### src/design/sra_pkg.sv
// ----------------------------------------------------------------------------
// sra_pkg
// Shared types and constants of the stacked region allocator table.
// ----------------------------------------------------------------------------
package sra_pkg;

  localparam int MaxEntries = 254;
  localparam int AlignSize  = 4096;
  localparam int IdxW       = 8;
  localparam int CntW       = 8;
  localparam logic [31:0] BlockMask = 32'(AlignSize - 1);

  typedef enum logic [1:0] {
    CMD_INIT   = 2'd0,
    CMD_ADD    = 2'd1,
    CMD_FIND   = 2'd2,
    CMD_REMOVE = 2'd3
  } cmd_t;

  typedef enum logic [2:0] {
    ST_OK        = 3'd0,
    ST_EXISTED   = 3'd1,
    ST_NOT_FOUND = 3'd2,
    ST_NO_TABLE  = 3'd3,
    ST_LOCKED    = 3'd4,
    ST_FULL      = 3'd5,
    ST_TOO_LARGE = 3'd6,
    ST_NOT_LAST  = 3'd7
  } status_t;

  localparam logic [1:0] REG_TOP    = 2'd0;
  localparam logic [1:0] REG_LOCKED = 2'd1;
  localparam logic [1:0] REG_ROOT   = 2'd2;

  // Classified command handed from front to back.
  typedef struct packed {
    cmd_t        cmd;
    logic [31:0] id;
    logic        too_large;
    logic [31:0] size;
    logic [IdxW-1:0] idx;
  } req_t;

endpackage

### src/design/sra_front.sv
// ----------------------------------------------------------------------------
// sra_front
// Accepts commands, pre-classifies size and queues them for the back end.
// ----------------------------------------------------------------------------
module sra_front import sra_pkg::*; (
  input  logic        clk,
  input  logic        rst_n,
  input  logic        in_valid,
  output logic        in_stall,
  input  logic [1:0]  in_cmd,
  input  logic [31:0] in_region_id,
  input  logic [63:0] in_request_size,
  input  logic [7:0]  in_entry_index,
  output logic        q_valid,
  output req_t        q_data,
  input  logic        q_pop
);

  req_t q_mem_r [2];
  logic q_wp_r, q_rp_r;
  logic [1:0] q_cnt_r;
  req_t req;
  logic push;

  always_comb begin
    req.cmd       = cmd_t'(in_cmd);
    req.id        = in_region_id;
    req.too_large = |in_request_size[63:32];
    req.size      = (in_request_size[31:0] + BlockMask) & ~BlockMask;
    req.idx       = in_entry_index;
  end

  assign in_stall = (q_cnt_r == 2'd2);
  assign push     = in_valid && !in_stall;
  assign q_valid  = (q_cnt_r != 2'd0);
  assign q_data   = q_mem_r[q_rp_r];

  always_ff @(posedge clk) begin
    if (push) q_mem_r[q_wp_r] <= req;
    if (!rst_n) begin
      q_wp_r <= 1'b0;
      q_rp_r <= 1'b0;
      q_cnt_r <= 2'd0;
    end else begin
      if (push) q_wp_r <= ~q_wp_r;
      if (q_pop) q_rp_r <= ~q_rp_r;
      q_cnt_r <= q_cnt_r + 2'(push) - 2'(q_pop);
    end
  end

  a_no_overflow: assert property (@(posedge clk) disable iff (!rst_n)
    q_cnt_r <= 2'd2) else $error("queue count out of range");
  a_pop_valid: assert property (@(posedge clk) disable iff (!rst_n)
    q_pop |-> q_valid) else $error("pop from empty queue");
  a_full_stall: assert property (@(posedge clk) disable iff (!rst_n)
    (q_cnt_r == 2'd2 && !q_pop) |=> in_stall) else $error("full queue not stalled");

endmodule

### config.mk
export PLATFORM = sky130hd
export DESIGN_NAME = sra_front
export DESIGN_NICKNAME = d
export VERILOG_FILES = /design/src/design/sra_pkg.sv /design/src/design/sra_front.sv
export SDC_FILE = /design/constraint.sdc
export NUM_CORES = 1
export LEC_CHECK = 0
export BUFFER_PORTS_ARGS = -buffer_cell sky130_fd_sc_hd__buf_2
export CELL_PAD_IN_SITES_DETAIL_PLACEMENT = 0
export CELL_PAD_IN_SITES_GLOBAL_PLACEMENT = 1
export CORE_MARGIN = 10
export CORE_UTILIZATION = 36
export CTS_CLUSTER_DIAMETER = 150
export DETAILED_ROUTE_END_ITERATION = 16
export PLACE_DENSITY = 0.85
export SLEW_MARGIN = 20
export SYNTH_ARGS = -nofsm -noshare
export SYNTH_HDL_FRONTEND = slang
export SYNTH_SLANG_ARGS = --single-unit
### constraint.sdc
create_clock -name clk -period 3.9 [get_ports clk]
set_clock_uncertainty 0.15 [all_clocks]
set_input_delay 0.78 -clock clk [delete_from_list [all_inputs] [get_ports clk]]
set_output_delay 0.78 -clock clk [all_outputs]
set_load 0.05 [all_outputs]
==> results_dict.tcl, run 1 <==
set metrics [dict create \
    antenna_found_initial 0 \
    numCtsBuffers 17 \
    rows 44 \
    fp.dieArea_sq_um 19980 \
    p_seq_share_pct 41.8 \
    grt_pass1_wl_um 18240 \
    intPower_mw 3.077 \
    holdBufCountCts 0 \
    postSynthAreaPerCell_sq_um 17.68 \
    gp_congestion 0.7751 \
    r2r-end "q_mem_r[0][41]" \
    initial_core_util_pct 36.62 \
    hold_violations 0 \
    power_mw 4.465 \
    holdCritStartpoint "in_entry_index[5]" \
    synthCells 300 \
    drc_errors 0 \
    rsz0062_at_grt "false" \
    num_antenna_cells 0 \
    synth_seq_cells 131 \
    num_io_pins 187 \
    wl_per_cell_um 17.18 \
    syn_area_sq_um 5303 \
    fmax_ghz 0.3356 \
    fin_area_sq_um 6952 \
    yosysWarnings 0 \
    dp_cells 652 \
    power.switching_mw 1.387 \
    first_pass_iters 4 \
    synth_cell_types 25 \
    cts_buffer_depth 2 \
    syn2layout_area_growth_pct 31.10 \
    vias_per_cell 4.642 \
    clkTransAtPathRegs_ns 0.05 \
    overflow 0 \
    r2r_cells 4 \
    power_density_nw_per_um2 642.2 \
    postCtsSetupBuffers 0 \
    r2r_slack_ns 1.83 \
    fin_crit_ns 2.979 \
    hold_depth 1 \
    holdPathEnd "q_mem_r[0][5]" \
    crit_arrival_ns 2.05 \
    leakagePower_nw 2.658 \
    fill_cells 1270 \
    clkSinkCount 131 \
    final_common_cell "buf_2" \
    die_h_um 141.4 \
    status "finished, final reports clean" \
    start_kind "register" \
    first_global_vias 3692 \
    grtUsageTotal_pct 11.67 \
    fin_cells 684 \
    final-max-slew-violation-count 0 \
    worst_pin_slew_ns 0.7878 \
    final_layout_size_suffix_gt1_share_pct 54.40 \
    num_vias 3175 \
    vdd_drop_max_mv 0.2798 \
    slew_headroom_pct 47.35 \
    die_w_um 141.4 \
    drtIter0Drc 80 \
    cts_tree "done" \
    place_area_sq_um 6392 \
    port_buffers 174 \
    combPwrFrac_pct 25.1 \
    cp-end-kind "output pin" \
    ctsHtreeMaxLevel 4 \
    final.setup.tns_ns 0 \
    clkLatencyLatePin_ns 0.41 \
    critPathRequiredTime_ns 2.97 \
    wl_um 11750 \
    p_clk_share_pct 33.2 \
    timing.rr.start "q_cnt_r[0]" \
    nNetsFinal 599 \
    cts-root-buf "clkbuf_16" \
    path_class "register to output pin" \
    cts_resized 0 \
    worstPathMaxFanout 40 \
    core_sq_um 14480 \
    hpwl_um 8835 \
    layout_common_cells "174 x buf_2, 126 x edfxtp_1, 63 x mux2_2" \
    cap_violations 0 \
    ant_nets 0 \
    grt_max_degree 41 \
    ys_seq_area_share_pct 73.24 \
    min_period_over_period_pct 76.39 \
    setup_viol 0 \
    p_sw_share_pct 31.08 \
    hold_class "primary input to register" \
]
[cell families (layout without fill, tap and decap cells)]
group / Yosys count / after routing / share of synthesized area (%)
compound gates: 2 / 2 / 0.2359
flops: 131 / 131 / 73.24
other cells: 1 / 12 / 0.07072
fa+ha+maj: 2 / 2 / 0.4718
xor+xnor: 24 / 24 / 3.964
buf+inv: 22 / 211 / 2.454
simple gates: 55 / 55 / 6.182
mux: 63 / 63 / 13.38
[routing by layer]
| layer | vias up | global-route usage (%) | share of wire (%) |
|---|---|---|---|
| met5 | - | 0 | 0 |
| met4 | 0 | 3.750 | 0.96 |
| met3 | 11 | 5.541 | 8.1 |
| met1 | 1540 | 12.01 | 39 |
| li1 | 1516 | - | - |
| met2 | 108 | 20.42 | 52 |
[worst max-delay path by stage]
stage	depth (start not counted)	endpoint	from	slack [ns]
6_report	3	q_data[25]	register	0.92
5_1_grt	3	q_data[25]	register	0.77
3_5_place_dp	3	q_data[25]	register	1.28
3_3_place_gp	3	q_data[25]	register	1.32
2_1_floorplan	2	q_mem_r[0][0]	in_valid	0.81
4_1_cts	3	q_data[25]	register	0.84
[worst max-delay path, stage by stage (launching register included)]
cell and delay, ns:
dfxtp_2 0.70, buf_12 0.32, mux2_2 0.39, buf_2 0.22
[flip-flops by register name (all words and copies together), names as in the netlist, named ones only]
register,cells
q_mem_r,126
q_cnt_r,2
q_rp_r,1
q_wp_r,1
[cell type report]
cell class	count	area, sq um	share of cell area [%]
sequential	131	3885	55.89
multi-input combinational	158	1339	19.26
timing repair buffer	177	930.9	13.39
clock buffer	26	479.2	6.893
tap	184	230.2	3.312
clock inverter	6	80.08	1.152
inverter	2	7.507	0.1080
[Yosys cell counts]
cell type | instances | area [sq um]
inv_1 | 2 | 7.510
or2_2 | 2 | 12.51
nor2_1 | 1 | 3.750
ha_1 | 2 | 25.02
xor2_1 | 5 | 43.79
a31oi_1 | 2 | 12.51
dfxtp_1 | 5 | 100.1
xnor2_1 | 19 | 166.4
and2_1 | 5 | 31.28
nand2_1 | 7 | 26.28
buf_4 | 12 | 90.09
mux2_2 | 63 | 709.4
and4_4 | 1 | 11.26
and4_1 | 2 | 17.52
nor4_1 | 11 | 68.82
nor4b_1 | 2 | 17.52
buf_1 | 6 | 22.52
nand4_1 | 9 | 56.30
buf_2 | 2 | 10.01
and3_2 | 1 | 7.510
nand2b_1 | 1 | 6.260
conb_1 | 1 | 3.750
edfxtp_1 | 126 | 3784
nand3_1 | 10 | 50.05
and3_1 | 3 | 18.77
[power by group through the flow]
| stage | clock network, mW | logic (mW) | registers, mW |
|---|---|---|---|
| after floorplan | 0 | 0.852 | 1.87 |
| after global placement | 0 | 1.12 | 1.88 |
| after detailed placement | 0 | 1.14 | 1.89 |
| after CTS | 1.52 | 1.14 | 1.87 |
| after global routing | 1.58 | 1.19 | 1.88 |
| final | 1.48 | 1.12 | 1.86 |
[per-stage QoR]
step / setup slack, ns / utilization (%) / hold WS (ns)
after global placement: 1.315 / 44.15 / 0.4131
after detailed placement: 1.283 / 44.15 / 0.4195
after global routing: 0.7674 / 48.01 / 0.3877
final: 0.9207 / 48.01 / 0.4111
after CTS: 0.8374 / 48.01 / 0.3891
after floorplan: 0.8108 / - / 0.4046
Power figures use the tool's default switching activity.
==> inputs of run 2 (changes only) <==
==> constraint.sdc (replaced) <==
create_clock -name clk -period 2.4 [get_ports clk]
set_clock_uncertainty 0.15 [all_clocks]
set_input_delay 0.48 -clock clk [delete_from_list [all_inputs] [get_ports clk]]
set_output_delay 0.48 -clock clk [all_outputs]
set_load 0.05 [all_outputs]
==> run 2 against run 1 <==
Final area fell by 0.13%. Worst hold slack got worse by 0.30 ns. Global-route usage rose by 0.26 points. Sequential power rose by 62%. Combinational power rose by 64%. Sequential cell count did not move. Largest power group unchanged. Highest routed layer unchanged.
==> results_dict.tcl, run 2 (synthesized netlist as in run 1, its figures left out) <==
set metrics [dict create \
    vias_per_cell 4.711 \
    final_common_cell "buf_2" \
    fill_cells 1268 \
    final.setup.tns_ns 0 \
    p_clk_share_pct 32.5 \
    combPwrFrac_pct 25.6 \
    wl_um 12030 \
    hold_violations 0 \
    hold_depth 1 \
    fin_cells 682 \
    drc_errors 0 \
    slew_headroom_pct 54.49 \
    first_pass_iters 4 \
    holdCritStartpoint "in_entry_index[5]" \
    grt_max_degree 64 \
    clkSinkCount 131 \
    dp_cells 653 \
    biggestRegsByFlops "q_mem_r (126), q_cnt_r (2)" \
    num_vias 3213 \
    cp-end-kind "output pin" \
    multiInputGateArea_sq_um 1339 \
    drtIter0Drc 154 \
    grtUsageTotal_pct 11.93 \
    p_seq_share_pct 41.9 \
    cts-root-buf "clkbuf_16" \
    rows 44 \
    r2r_cells 8 \
    antenna_found_initial 0 \
    hold_class "primary input to register" \
    clkTransAtPathRegs_ns 0.05 \
    initial_core_util_pct 36.62 \
    rsz0062_at_grt "false" \
    leakagePower_nw 2.653 \
    power_density_nw_per_um2 1037 \
    power.switching_mw 2.279 \
    final_layout_size_suffix_gt1_share_pct 54.42 \
    grt_pass1_wl_um 18530 \
    final-max-slew-violation-count 0 \
    holdBufCountCts 0 \
    num_antenna_cells 0 \
    hpwl_um 8742 \
    core_sq_um 14480 \
    seq_area_sq_um 3887 \
    first_global_vias 3647 \
    largest-register "q_mem_r" \
    p_sw_share_pct 31.66 \
    nNetsFinal 600 \
    status "finished, final reports clean" \
    numCtsBuffers 17 \
    ant_nets 0 \
    crit_slowest_cell "dfxtp_4" \
    intPower_mw 4.919 \
    path_cells "buf_12 -> mux2_2 -> buf_2" \
    gp_congestion 0.8007 \
    cts_tree "done" \
    vdd_drop_max_mv 0.4337 \
    syn2layout_area_growth_pct 30.93 \
    timing.rr.start "q_cnt_r[0]" \
    layout_common_cells "174 x buf_2, 126 x edfxtp_1, 63 x mux2_2" \
    crit_arrival_ns 1.69 \
    fmax_ghz 0.4314 \
    worstPathMaxFanout 27 \
    path_class "register to output pin" \
    cap_violations 0 \
    clkLatencyLatePin_ns 0.41 \
    cts_buffer_depth 2 \
    wl_per_cell_um 17.64 \
    die_w_um 141.4 \
    critPathRequiredTime_ns 1.77 \
    port_buffers 174 \
    largest_reg_flops 126 \
    num_io_pins 187 \
    die_h_um 141.4 \
    fp.dieArea_sq_um 19980 \
    cpPeakStageDelay_ns 0.46 \
    worst_pin_slew_ns 0.6795 \
    ctsHtreeMaxLevel 4 \
    setup_viol 0 \
    start_kind "register" \
    fin_crit_ns 2.318 \
    overflow 0 \
    min_period_over_period_pct 96.59 \
]
==> run 2: cell types whose count changed in the layout (fill, tap and decap cells not counted), sizes merged <==
cell / before / now
buf: 177 / 178
clkbuf: 26 / 20
clkinv: 4 / 7
==> run 2: metal layers <==
metal | share of wire (%) | vias up | track usage [%]
li1 | - | 1522 | -
met1 | 39 | 1542 | 12.39
met2 | 50 | 123 | 20.32
met3 | 8.5 | 26 | 5.174
met4 | 2.3 | 0 | 5.598
met5 | 0 | - | 0
==> run 2: worst max-delay path, delay by kind of cell (launching register included) <==
kind / cells / cell delay [ns]
DFF: 1 / 0.46
buffers and inverters: 2 / 0.43
muxes: 1 / 0.36
==> run 2: per-stage QoR <==
step	worst slack [ns]	total power, mW	utilization (%)	instance area, sq um	hold slack, ns
6_report	0.08183	7.198	47.95	6943	0.1109
5_1_grt	0.0009821	7.511	47.95	6943	0.08127
3_5_place_dp	0.2142	4.939	44.29	6412	0.4442
2_1_floorplan	0.2984	4.422	-	5353	0.4046
3_3_place_gp	0.3115	4.894	44.29	6412	0.4118
4_1_cts	0.04251	7.313	47.95	6943	0.08783
==> run 2: area by class of cell <==
type / instances / area share [%]
Clock buffer: 20 / 6.289
Clock inverter: 9 / 1.316
Inverter: 2 / 0.1081
Multi-Input combinational cell: 158 / 19.28
Sequential cell: 131 / 55.99
Tap cell: 184 / 3.316
Timing Repair Buffer: 178 / 13.70
==> run 2: worst paths after layout <==
path / endpoint / slack [ns]
max: q_data[64] / 0.08
min: q_mem_r[0][5] / 0.11
max reg2reg: q_cnt_r[1] / 0.56
min reg2reg: register / 0.44
==> run 2: repair_timing <==
action                     4_1_cts  5_1_grt
setup endpoints to repair       53        0
resized for setup                1        0
buffers inserted                 0        0
==> run 2: power by group through the flow <==
stage,Combinational [mW],Sequential [mW],Clock [mW]
after floorplan,1.39,3.03,0
after global placement,1.85,3.04,0
after detailed placement,1.87,3.07,0
after CTS,1.88,3.02,2.41
after global routing,1.96,3.04,2.51
final,1.84,3.02,2.34
